<file path="src/sv/cli_pkg.sv">
// Shared constants, codes and interface types of the current loop input conditioner.
package cli_pkg;

   // Table storage
   localparam int TABLE_DEPTH = 128;
   localparam int IDX_W       = 7;
   localparam int POINT_W     = 12;
   localparam int CORR_W      = 8;
   localparam int SIZE_W      = 8;

   // Sample group: position 0 is dropped, 1..6 are kept
   localparam int POS_W       = 3;
   localparam int GROUP_LAST  = 6;
   localparam int SUM_W       = 15;

   // Field widths
   localparam int CODE_W      = 12;
   localparam int CUR_W       = 12;
   localparam int CAL_W       = 13;
   localparam int VAL_W       = 16;
   localparam int OFF_W       = 11;

   // Request codes
   localparam logic REQ_SAMPLE = 1'b0;
   localparam logic REQ_TABLE  = 1'b1;

   // Register indexes
   localparam int CSR_IDX_W = 2;
   localparam logic [CSR_IDX_W-1:0] CSR_RANGE_MIN  = 2'd0;
   localparam logic [CSR_IDX_W-1:0] CSR_RANGE_MAX  = 2'd1;
   localparam logic [CSR_IDX_W-1:0] CSR_TABLE_SIZE = 2'd2;
   localparam logic [SIZE_W-1:0]    TABLE_SIZE_RST = 8'd81;

   // floor(floor(330000*c/4095)/150) == floor(440*c/819)
   localparam int RAW_MUL     = 440;
   localparam int DEN_W       = 11;
   localparam int D_RAW       = 819;
   localparam int D_SCALE     = 1600;   // 2000 - 400
   localparam int LOOP_LOW    = 400;

   // Constant division by reciprocal multiply plus one correction step
   localparam int DIV_W       = 27;
   localparam int RECIP_W     = 23;
   localparam int RECIP_SHIFT = 32;
   localparam int QUOT_W      = 18;
   localparam logic [RECIP_W-1:0] RECIP_RAW =
      RECIP_W'((64'd1 << RECIP_SHIFT) / D_RAW);
   localparam logic [RECIP_W-1:0] RECIP_SCALE =
      RECIP_W'((64'd1 << RECIP_SHIFT) / D_SCALE);

   // Table entry write
   typedef struct packed {
      logic               en;
      logic [IDX_W-1:0]   index;
      logic [POINT_W-1:0] point;
      logic [CORR_W-1:0]  correction;
   } cal_write_type;

   // Nearest-point search request
   typedef struct packed {
      logic               start;
      logic [CUR_W-1:0]   target;
      logic [SIZE_W-1:0]  size;
   } search_req_type;

   // Table status and search result
   typedef struct packed {
      logic                     ready;
      logic                     done;
      logic signed [CORR_W-1:0] correction;
   } search_rsp_type;

endpackage

</file>
<file path="src/sv/current_loop_input_conditioner.sv">
// Top level of the 4-20 mA loop input conditioner: sample groups, conversion and scaling.
// A table write or a sample that does not end a group leaves the input unstalled.
// The seventh sample of a group starts trim, conversion, table search and scaling;
// the search reads one table entry per cycle from the calibration RAM.
// One result per seven samples; the input stalls until each group's result is registered.
// Reset: synchronous; afterwards a clearing pass zeroes every table entry
// while the input is stalled. Configuration registers reset to 0, 0 and 81.
module current_loop_input_conditioner #(
   parameter int TABLE_DEPTH = cli_pkg::TABLE_DEPTH
) (
   input  logic                                  clock,
   input  logic                                  reset,
   // Configuration
   input  logic                                  csr_wr_en,
   input  logic [cli_pkg::CSR_IDX_W-1:0]         csr_index,
   input  logic [cli_pkg::VAL_W-1:0]             csr_wdata,
   // Request channel
   input  logic                                  req_valid,
   output logic                                  req_stall,
   input  logic                                  req_type,
   input  logic [cli_pkg::CODE_W-1:0]            req_sample,
   input  logic [cli_pkg::IDX_W-1:0]             req_table_index,
   input  logic [cli_pkg::POINT_W-1:0]           req_table_point,
   input  logic signed [cli_pkg::CORR_W-1:0]     req_table_correction,
   // Response channel
   output logic                                  rsp_valid,
   input  logic                                  rsp_stall,
   output logic [cli_pkg::CODE_W-1:0]            rsp_filtered_code,
   output logic [cli_pkg::CUR_W-1:0]             rsp_raw_current,
   output logic signed [cli_pkg::CAL_W-1:0]      rsp_calibrated_current,
   output logic signed [cli_pkg::VAL_W-1:0]      rsp_scaled_value
);
   import cli_pkg::*;

   localparam int ST_W = 4;
   localparam logic [ST_W-1:0] ST_CLEAR  = 4'd0;
   localparam logic [ST_W-1:0] ST_IDLE   = 4'd1;
   localparam logic [ST_W-1:0] ST_TRIM   = 4'd2;
   localparam logic [ST_W-1:0] ST_MUL    = 4'd3;
   localparam logic [ST_W-1:0] ST_QE     = 4'd4;
   localparam logic [ST_W-1:0] ST_FIX    = 4'd5;
   localparam logic [ST_W-1:0] ST_SEARCH = 4'd6;
   localparam logic [ST_W-1:0] ST_SCALE  = 4'd7;
   localparam logic [ST_W-1:0] ST_DONE   = 4'd8;

   localparam int PROD_W = DIV_W + RECIP_W;
   localparam int QD_W   = QUOT_W + DEN_W;

   // Control registers
   logic [ST_W-1:0]  state_ff, state_in;
   logic             phase_ff, phase_in;       // 0: current conversion, 1: scaling
   logic [POS_W-1:0] pos_ff, pos_in;
   logic             rsp_valid_ff, rsp_valid_in;

   // Configuration
   logic signed [VAL_W-1:0] range_min_ff, range_max_ff;
   logic [SIZE_W-1:0]       table_size_ff;

   // Group accumulators
   logic [SUM_W-1:0]  sum_ff, sum_in;
   logic [CODE_W-1:0] max_ff, max_in, min_ff, min_in;

   // Datapath registers
   logic [CODE_W-1:0]       code_ff, code_in;
   logic [CUR_W-1:0]        raw_ff, raw_in;
   logic signed [CAL_W-1:0] cal_ff, cal_in;
   logic signed [VAL_W-1:0] scaled_ff, scaled_in;
   logic [DIV_W-1:0]        x_ff, x_in;
   logic [QUOT_W-1:0]       qe_ff, qe_in;
   logic                    span_neg_ff, span_neg_in;
   logic [VAL_W-1:0]        span_mag_ff, span_mag_in;

   // Output registers
   logic [CODE_W-1:0]       rsp_code_ff, rsp_code_in;
   logic [CUR_W-1:0]        rsp_raw_ff, rsp_raw_in;
   logic signed [CAL_W-1:0] rsp_cal_ff, rsp_cal_in;
   logic signed [VAL_W-1:0] rsp_val_ff, rsp_val_in;

   // Combinational helpers
   logic                    req_acc;
   logic [SUM_W-1:0]        trim_c;
   logic signed [VAL_W:0]   span_c;
   logic [RECIP_W-1:0]      recip_sel;
   logic [DEN_W-1:0]        den_sel;
   logic [PROD_W-1:0]       qprod;
   logic [QD_W-1:0]         qd_full;
   logic [DIV_W-1:0]        rem_c;
   logic [QUOT_W-1:0]       quot_c;
   logic signed [QUOT_W-1:0] sval_c;
   logic signed [QUOT_W-1:0] ssum_c;
   logic signed [CAL_W-1:0] cal_off_c;
   logic                    rsp_free;

   cal_write_type  tbl_wr;
   search_req_type srch_req;
   search_rsp_type srch_rsp;

   cli_table #(
      .TABLE_DEPTH (TABLE_DEPTH)
   ) u_cli_table (
      .clock    (clock),
      .reset    (reset),
      .wr       (tbl_wr),
      .srch_req (srch_req),
      .srch_rsp (srch_rsp)
   );

   // Handshake
   assign req_stall = (state_ff != ST_IDLE);
   assign req_acc   = req_valid & ~req_stall;
   assign rsp_free  = ~rsp_valid_ff | ~rsp_stall;

   // Table writes go straight to the RAM; out-of-range indexes are dropped
   assign tbl_wr.en         = req_acc && (req_type == REQ_TABLE) &&
                              (32'(req_table_index) < TABLE_DEPTH);
   assign tbl_wr.index      = req_table_index;
   assign tbl_wr.point      = req_table_point;
   assign tbl_wr.correction = req_table_correction;

   // Search starts once the raw current is known
   assign srch_req.start  = (state_ff == ST_FIX) && (phase_ff == 1'b0);
   assign srch_req.target = quot_c[CUR_W-1:0];
   assign srch_req.size   = table_size_ff;

   // Trimmed sum and range span
   assign trim_c = sum_ff - SUM_W'(max_ff) - SUM_W'(min_ff);
   assign span_c = (VAL_W + 1)'(range_max_ff) - (VAL_W + 1)'(range_min_ff);

   // Shared constant divider: reciprocal estimate then one correction
   assign recip_sel = phase_ff ? RECIP_SCALE : RECIP_RAW;
   assign den_sel   = phase_ff ? DEN_W'(D_SCALE) : DEN_W'(D_RAW);
   assign qprod     = PROD_W'(x_ff) * PROD_W'(recip_sel);
   assign qd_full   = QD_W'(qe_ff) * QD_W'(den_sel);
   assign rem_c     = x_ff - DIV_W'(qd_full);
   assign quot_c    = qe_ff + QUOT_W'(rem_c >= DIV_W'(den_sel));

   // Signed scaled result, truncated toward zero, wrapped to 16 bits
   assign sval_c    = span_neg_ff ? -$signed(quot_c) : $signed(quot_c);
   assign ssum_c    = sval_c + QUOT_W'(range_min_ff);
   assign cal_off_c = cal_ff - CAL_W'(LOOP_LOW);

   // Main sequencer
   always_comb begin
      state_in     = state_ff;
      phase_in     = phase_ff;
      pos_in       = pos_ff;
      sum_in       = sum_ff;
      max_in       = max_ff;
      min_in       = min_ff;
      code_in      = code_ff;
      raw_in       = raw_ff;
      cal_in       = cal_ff;
      scaled_in    = scaled_ff;
      x_in         = x_ff;
      qe_in        = qe_ff;
      span_neg_in  = span_neg_ff;
      span_mag_in  = span_mag_ff;
      rsp_valid_in = rsp_valid_ff & rsp_stall;
      rsp_code_in  = rsp_code_ff;
      rsp_raw_in   = rsp_raw_ff;
      rsp_cal_in   = rsp_cal_ff;
      rsp_val_in   = rsp_val_ff;

      case (state_ff)
         ST_CLEAR: begin
            if (srch_rsp.ready) begin
               state_in = ST_IDLE;
            end
         end
         ST_IDLE: begin
            if (req_acc && (req_type == REQ_SAMPLE)) begin
               if (pos_ff == '0) begin
                  pos_in = POS_W'(1);
               end else if (pos_ff == POS_W'(1)) begin
                  sum_in = SUM_W'(req_sample);
                  max_in = req_sample;
                  min_in = req_sample;
                  pos_in = POS_W'(2);
               end else begin
                  sum_in = sum_ff + SUM_W'(req_sample);
                  if (req_sample > max_ff) begin
                     max_in = req_sample;
                  end
                  if (req_sample < min_ff) begin
                     min_in = req_sample;
                  end
                  if (pos_ff == POS_W'(GROUP_LAST)) begin
                     pos_in   = '0;
                     state_in = ST_TRIM;
                  end else begin
                     pos_in = pos_ff + POS_W'(1);
                  end
               end
            end
         end
         ST_TRIM: begin
            code_in     = trim_c[CODE_W+1:2];
            span_neg_in = span_c[VAL_W];
            span_mag_in = span_c[VAL_W] ? VAL_W'(-span_c) : VAL_W'(span_c);
            state_in    = ST_MUL;
         end
         ST_MUL: begin
            x_in     = DIV_W'(code_ff) * DIV_W'(RAW_MUL);
            phase_in = 1'b0;
            state_in = ST_QE;
         end
         ST_QE: begin
            qe_in    = qprod[RECIP_SHIFT +: QUOT_W];
            state_in = ST_FIX;
         end
         ST_FIX: begin
            if (phase_ff == 1'b0) begin
               raw_in   = quot_c[CUR_W-1:0];
               state_in = ST_SEARCH;
            end else begin
               scaled_in = ssum_c[VAL_W-1:0];
               state_in  = ST_DONE;
            end
         end
         ST_SEARCH: begin
            if (srch_rsp.done) begin
               cal_in   = $signed({1'b0, raw_ff}) - CAL_W'(srch_rsp.correction);
               state_in = ST_SCALE;
            end
         end
         ST_SCALE: begin
            // Below 4 mA the engineering value is zero
            if (cal_ff >= CAL_W'(LOOP_LOW)) begin
               x_in     = DIV_W'(cal_off_c[OFF_W-1:0]) * DIV_W'(span_mag_ff);
               phase_in = 1'b1;
               state_in = ST_QE;
            end else begin
               scaled_in = '0;
               state_in  = ST_DONE;
            end
         end
         ST_DONE: begin
            if (rsp_free) begin
               rsp_valid_in = 1'b1;
               rsp_code_in  = code_ff;
               rsp_raw_in   = raw_ff;
               rsp_cal_in   = cal_ff;
               rsp_val_in   = scaled_ff;
               state_in     = ST_IDLE;
            end
         end
         default: begin
            state_in = ST_IDLE;
         end
      endcase
   end

   // Control state
   always_ff @(posedge clock) begin
      if (reset) begin
         state_ff      <= ST_CLEAR;
         phase_ff      <= 1'b0;
         pos_ff        <= '0;
         rsp_valid_ff  <= 1'b0;
         range_min_ff  <= '0;
         range_max_ff  <= '0;
         table_size_ff <= TABLE_SIZE_RST;
         sum_ff        <= '0;
         max_ff        <= '0;
         min_ff        <= '0;
      end else begin
         state_ff     <= state_in;
         phase_ff     <= phase_in;
         pos_ff       <= pos_in;
         rsp_valid_ff <= rsp_valid_in;
         sum_ff       <= sum_in;
         max_ff       <= max_in;
         min_ff       <= min_in;
         if (csr_wr_en) begin
            case (csr_index)
               CSR_RANGE_MIN:  range_min_ff  <= $signed(csr_wdata);
               CSR_RANGE_MAX:  range_max_ff  <= $signed(csr_wdata);
               CSR_TABLE_SIZE: table_size_ff <= csr_wdata[SIZE_W-1:0];
               default: begin
               end
            endcase
         end
      end
   end

   // Payload registers
   always_ff @(posedge clock) begin
      code_ff     <= code_in;
      raw_ff      <= raw_in;
      cal_ff      <= cal_in;
      scaled_ff   <= scaled_in;
      x_ff        <= x_in;
      qe_ff       <= qe_in;
      span_neg_ff <= span_neg_in;
      span_mag_ff <= span_mag_in;
      rsp_code_ff <= rsp_code_in;
      rsp_raw_ff  <= rsp_raw_in;
      rsp_cal_ff  <= rsp_cal_in;
      rsp_val_ff  <= rsp_val_in;
   end

   assign rsp_valid              = rsp_valid_ff;
   assign rsp_filtered_code      = rsp_code_ff;
   assign rsp_raw_current        = rsp_raw_ff;
   assign rsp_calibrated_current = rsp_cal_ff;
   assign rsp_scaled_value       = rsp_val_ff;

endmodule

</file>
<file path="src/sv/cli_ram.sv">
// Generic single-write, single-read RAM with registered read data.
module cli_ram #(
   parameter int WIDTH = 8,
   parameter int DEPTH = 16
) (
   input  logic                     clock,
   input  logic                     wr_en,
   input  logic [$clog2(DEPTH)-1:0] wr_addr,
   input  logic [WIDTH-1:0]         wr_data,
   input  logic [$clog2(DEPTH)-1:0] rd_addr,
   output logic [WIDTH-1:0]         rd_data
);

   logic [WIDTH-1:0] mem [DEPTH];
   logic [WIDTH-1:0] rd_data_ff;

   always_ff @(posedge clock) begin
      if (wr_en) begin
         mem[wr_addr] <= wr_data;
      end
      rd_data_ff <= mem[rd_addr];
   end

   assign rd_data = rd_data_ff;

endmodule

</file>
<file path="src/sv/cli_table.sv">
// Calibration table: clearing pass, entry writes and nearest-point search.
module cli_table #(
   parameter int TABLE_DEPTH = cli_pkg::TABLE_DEPTH
) (
   input  logic                    clock,
   input  logic                    reset,
   input  cli_pkg::cal_write_type  wr,
   input  cli_pkg::search_req_type srch_req,
   output cli_pkg::search_rsp_type srch_rsp
);
   import cli_pkg::*;

   localparam int AW     = $clog2(TABLE_DEPTH);
   localparam int CW     = $clog2(TABLE_DEPTH + 1);
   localparam int WORD_W = POINT_W + CORR_W;

   // Clearing pass
   logic          clr_ff, clr_in;
   logic [AW-1:0] clr_addr_ff, clr_addr_in;

   // Read issue
   logic          act_ff, act_in;
   logic [CW-1:0] idx_ff, idx_in;
   logic [CW-1:0] last_ff, last_in;
   logic [CUR_W-1:0] target_ff, target_in;

   // Compare stage
   logic          rd_vld_ff, rd_first_ff, rd_last_ff;
   logic [POINT_W-1:0]      best_dist_ff, best_dist_in;
   logic signed [CORR_W-1:0] best_corr_ff, best_corr_in;
   logic          done_ff;

   logic [CW-1:0]     count_c;
   logic              ram_we;
   logic [AW-1:0]     ram_waddr;
   logic [WORD_W-1:0] ram_wdata;
   logic [WORD_W-1:0] ram_rdata;
   logic [POINT_W-1:0] rd_point;
   logic [CORR_W-1:0]  rd_corr;
   logic signed [CAL_W-1:0] diff;
   logic [POINT_W-1:0] dist_c;
   logic              issue_last;

   // Clamp the entry count to 1..TABLE_DEPTH
   always_comb begin
      if (srch_req.size == '0) begin
         count_c = CW'(1);
      end else if (32'(srch_req.size) > TABLE_DEPTH) begin
         count_c = CW'(TABLE_DEPTH);
      end else begin
         count_c = CW'(srch_req.size);
      end
   end

   // Write port: clearing pass has priority
   assign ram_we    = clr_ff | wr.en;
   assign ram_waddr = clr_ff ? clr_addr_ff : AW'(wr.index);
   assign ram_wdata = clr_ff ? '0 : {wr.point, wr.correction};

   cli_ram #(
      .WIDTH (WORD_W),
      .DEPTH (TABLE_DEPTH)
   ) u_cli_ram (
      .clock   (clock),
      .wr_en   (ram_we),
      .wr_addr (ram_waddr),
      .wr_data (ram_wdata),
      .rd_addr (idx_ff[AW-1:0]),
      .rd_data (ram_rdata)
   );

   // Clearing pass sequencing
   always_comb begin
      clr_in      = clr_ff;
      clr_addr_in = clr_addr_ff;
      if (clr_ff) begin
         clr_addr_in = clr_addr_ff + AW'(1);
         if (clr_addr_ff == AW'(TABLE_DEPTH - 1)) begin
            clr_in = 1'b0;
         end
      end
   end

   // Read issue: one entry per cycle
   assign issue_last = (idx_ff == last_ff);

   always_comb begin
      act_in    = act_ff;
      idx_in    = idx_ff;
      last_in   = last_ff;
      target_in = target_ff;
      if (srch_req.start) begin
         act_in    = 1'b1;
         idx_in    = '0;
         last_in   = count_c - CW'(1);
         target_in = srch_req.target;
      end else if (act_ff) begin
         idx_in = idx_ff + CW'(1);
         if (issue_last) begin
            act_in = 1'b0;
         end
      end
   end

   // Distance compare: first smallest wins
   assign rd_point = ram_rdata[WORD_W-1 -: POINT_W];
   assign rd_corr  = ram_rdata[CORR_W-1:0];
   assign diff     = $signed({1'b0, target_ff}) - $signed({1'b0, rd_point});
   assign dist_c   = diff[CAL_W-1] ? POINT_W'(-diff) : POINT_W'(diff);

   always_comb begin
      best_dist_in = best_dist_ff;
      best_corr_in = best_corr_ff;
      if (rd_vld_ff && (rd_first_ff || (dist_c < best_dist_ff))) begin
         best_dist_in = dist_c;
         best_corr_in = $signed(rd_corr);
      end
   end

   always_ff @(posedge clock) begin
      if (reset) begin
         clr_ff      <= 1'b1;
         clr_addr_ff <= '0;
         act_ff      <= 1'b0;
         rd_vld_ff   <= 1'b0;
         done_ff     <= 1'b0;
      end else begin
         clr_ff      <= clr_in;
         clr_addr_ff <= clr_addr_in;
         act_ff      <= act_in;
         rd_vld_ff   <= act_ff;
         done_ff     <= rd_vld_ff & rd_last_ff;
      end
   end

   always_ff @(posedge clock) begin
      idx_ff       <= idx_in;
      last_ff      <= last_in;
      target_ff    <= target_in;
      rd_first_ff  <= (idx_ff == '0);
      rd_last_ff   <= issue_last;
      best_dist_ff <= best_dist_in;
      best_corr_ff <= best_corr_in;
   end

   assign srch_rsp.ready      = ~clr_ff;
   assign srch_rsp.done       = done_ff;
   assign srch_rsp.correction = best_corr_ff;

endmodule

</file>
<file path="config.mk">
export PLATFORM = sky130hd
export DESIGN_NAME = current_loop_input_conditioner
export DESIGN_NICKNAME = d
export VERILOG_FILES = /design/src/sv/cli_pkg.sv /design/src/sv/current_loop_input_conditioner.sv /design/src/sv/cli_ram.sv /design/src/sv/cli_table.sv
export SDC_FILE = /design/constraint.sdc
export NUM_CORES = 2
export LEC_CHECK = 0
export BUFFER_PORTS_ARGS = -buffer_cell sky130_fd_sc_hd__buf_2
export CORE_ASPECT_RATIO = 1.5
export CORE_UTILIZATION = 35
export DETAILED_ROUTE_END_ITERATION = 10
export GPL_ROUTABILITY_DRIVEN = 0
export PLACE_DENSITY = 0.59
export REMOVE_ABC_BUFFERS = 1
export SLEW_MARGIN = 0
export SYNTH_ARGS = -nofsm -noshare
export SYNTH_HDL_FRONTEND = slang
export SYNTH_SLANG_ARGS = --single-unit
</file>
<file path="constraint.sdc">
create_clock -name clock -period 17.1 [get_ports clock]
set_input_delay 1.71 -clock clock [delete_from_list [all_inputs] [get_ports clock]]
set_output_delay 1.71 -clock clock [all_outputs]
set_load 0.02 [all_outputs]
</file>
==> flow_metrics.py <==
metrics = {
    "outcome": {
        "status": "complete, no violations",
    },
    "worst_setup_path": {
        "path_max_fanout": 75,
        "cp.required_ns": 17.69,
        "endpoint_kind": "flop",
        "cp-start-kind": "flop",
        "cpPeakStageDelay_ns": 0.59,
        "crit_top_cell": "ha_1",
        "crit_type": "flop to flop",
        "crit_arrival_ns": 11.15,
        "cp_slowest_cell": "buf_4",
    },
    "sta": {
        "maxSlewHeadroom": 0.1433,
        "fmax_mhz": 94.69,
        "setup_viol": 0,
        "slew_viol_final": 0,
        "period_needed_ns": 10.56,
        "finalSetupTns_ns": 0,
        "rsz0062_at_grt": "false",
        "fin_crit_sh": 0.6176,
        "finClkSkew_ns": 0.09306,
        "hold_viol_final": 0,
        "worstMarginPinSlew_ns": 1.285,
        "setup_ws_ns": 6.539,
    },
    "grt": {
        "grt_pass1_wl_um": 534400,
        "grt.total_usage": 0.1875,
        "grt_overflow": 0,
        "grt_max_degree": 140,
        "antenna_found_initial": 41,
        "grt_pass1_vias": 76334,
    },
    "cts": {
        "post_cts_resized": 0,
        "cts_root_buffer": "clkbuf_16",
        "clk_pin_slew_ns": 0.06,
        "holdBufCountCts": 0,
        "cts_inserted_buffers": 294,
        "cts_buffer_depth": 4,
        "clock_latency_ns": 0.92,
        "cts.sinks": 2884,
        "htreeDepth": 5,
        "cts_tree": "yes",
        "cts_setup_buffers": 0,
    },
    "yosys": {
        "syn-cell-area_sq_um": 137600,
        "synth_compound_area_frac": 0.02734,
        "synth_top_family_by_area": "multiplexers",
        "synth_area_per_cell_sq_um": 17.12,
        "yosys.area_share.simple": 0.04022,
        "yosys.area.top_type_share": 0.6016,
        "synth_seq_area_share": 0.6202,
        "synth_xor_area_frac": 0.01324,
        "synth_adder_area_share": 0.1249,
        "ys_top_cells_by_area": "edfxtp_1, mux4_2, fa_1, ha_1, inv_1",
        "synthFlopType": "edfxtp_1",
        "ys_warn_count": 0,
        "synth_edf_count": 2756,
        "ys_ff_latch": 2884,
        "synth_mux_area_frac": 0.1401,
        "synth_top_cell_by_area": "edfxtp_1",
        "postSynthCellCount": 8036,
        "synthArstFlopShare": 0,
        "synth.distinct_cells": 83,
    },
    "floorplan": {
        "core_area_sq_um": 391000,
        "start_util": 0.3519,
        "die_x_um": 513.9,
        "fp.dieH_um": 769.9,
        "fp-row-count": 281,
        "dieArea_sq_um": 395600,
        "boundaryPins": 118,
    },
    "pwr": {
        "finalPower_mw": 17.64,
        "ir_drop_uv": 121.9,
        "p_leak_nw": 54.27,
        "p_per_area_nw_per_um2": 113.8,
    },
    "drt": {
        "route.detailed.drc": 0,
        "wl_per_cell_um": 27.11,
        "dr.pass1.iters": 5,
        "vias": 71930,
        "drtIter0Drc": 5849,
        "ant_nets": 0,
        "viasPerCell": 5.239,
        "routed_wl_um": 372300,
    },
    "layout": {
        "multi_input_area_sq_um": 48740,
        "final_core_util": 0.3965,
        "synthToLayoutAreaGrowth_pct": 12.68,
        "num-fill-cells": 35203,
        "seq_area_sq_um": 85350,
        "fin_nets": 9378,
        "layout-drive-gt1-share": 0.2026,
        "final_common_cell": "edfxtp_1",
        "final_cell_mix": "edfxtp_1, inv_1, mux4_2",
    },
    "placed_design": {
        "place_ws_ns": 6.699,
        "dp_hpwl_um": 241200,
        "portBuffers": 117,
    },
    "worst_hold_path": {
        "min_path_type": "flop to flop",
    },
    "job": {
        "maxCapViolCount": 0,
    },
}
-- where the power goes --
part / internal [mW] / switching [mW] / total [mW]
clock network: 3.64 / 2.81 / 6.44
logic: 1.59 / 1.85 / 3.44
registers: 7.70 / 0.0643 / 7.76
total: 12.9 / 4.72 / 17.6
-- worst max-delay path, delay by kind of cell (launching register included) --
| kind | cells | cell delay, ns |
|---|---|---|
| XOR/XNOR | 5 | 0.90 |
| adder cells (fa/ha/maj) | 8 | 2.75 |
| AO/OA/AOI/OAI | 17 | 3.42 |
| buffers and inverters | 4 | 0.79 |
| AND/OR/NAND/NOR | 10 | 2.07 |
| flip-flops | 1 | 0.32 |
-- final cells by class --
class,instances,share of cell area
clock inverters,174,0.01123
inverters,883,0.02138
diodes,18,0.0002906
well taps,5235,0.04225
multi-input cells,3952,0.3144
flip-flops and latches,2884,0.5505
clock buffers,347,0.04976
repair buffers,236,0.01012
-- routing by layer --
metal	part of all wire	vias to the layer above	track usage
met5	0.000059	-	0
met4	0.057	4	0.09660
met3	0.049	706	0.02270
met2	0.53	2270	0.3434
met1	0.36	38201	0.2128
li1	-	30749	-
-- flip-flops by register name, summed over array words and instances (netlist names), 13 cells and up --
register and cells:
qe_ff 18, range_min_ff 16, scaled_ff 16, u_cli_table.u_cli_ram.rd_data 20
cal_ff 13, span_mag_ff 16, rsp_scaled_value 16, u_cli_table.u_cli_ram.mem 2560
sum_ff 14, range_max_ff 16, x_ff 27, rsp_calibrated_current 13
-- Yosys cell counts (24+ instances only) --
library cell	n
nor3_1	49
buf_1	41
or2_2	29
o21ai_0	120
nand3_1	60
nor2_1	339
mux2i_1	29
fa_1	516
edfxtp_1	2756
nor2b_1	80
ha_1	548
mux4_2	834
a211oi_1	26
buf_2	66
nand4_1	24
clkbuf_1	225
a21oi_1	188
xor2_1	78
a21o_1	57
nand2_1	407
dfxtp_1	128
xnor2_1	130
or3_1	27
and3_1	27
and2_1	75
nand2b_1	28
inv_1	880
-- final timing paths --
kind                                                end                                     start  cells after the start  slack, ns
setup / recovery            scaled_ff[15]$_SDFFCE_PP0P_                     phase_ff$_SDFFE_PP0P_                     44       6.54
hold / removal    u_cli_table.best_corr_ff[6]$_DFFE_PP_  u_cli_table.u_cli_ram.rd_data[6]$_DFF_P_                      0       0.37
setup reg to reg            scaled_ff[15]$_SDFFCE_PP0P_                     phase_ff$_SDFFE_PP0P_                     44       6.54
hold reg to reg   u_cli_table.best_corr_ff[6]$_DFFE_PP_  u_cli_table.u_cli_ram.rd_data[6]$_DFF_P_                      0       0.37
-- per-stage QoR --
step	hold WS, ns	instances	instance area, sq um
floorplan	0.3855	7719	136300
global placement	0.3892	13190	145500
detailed placement	0.3902	13190	145500
CTS	0.3637	13711	155000
global route	0.3741	13721	155000
finish	0.3729	13729	155000
-- cells by family (layout without fill, tap and decap cells) --
group / count (synthesis) / in the layout
flip-flops: 2884 / 2884
buffers and inverters: 1218 / 1640
AND/OR/NAND/NOR: 1193 / 1193
adder cells (fa/ha/maj): 1064 / 1064
multiplexers: 881 / 881
AO/OA/AOI/OAI: 586 / 586
XOR/XNOR: 208 / 208
other: 2 / 38
Power figures use the tool's default switching activity.
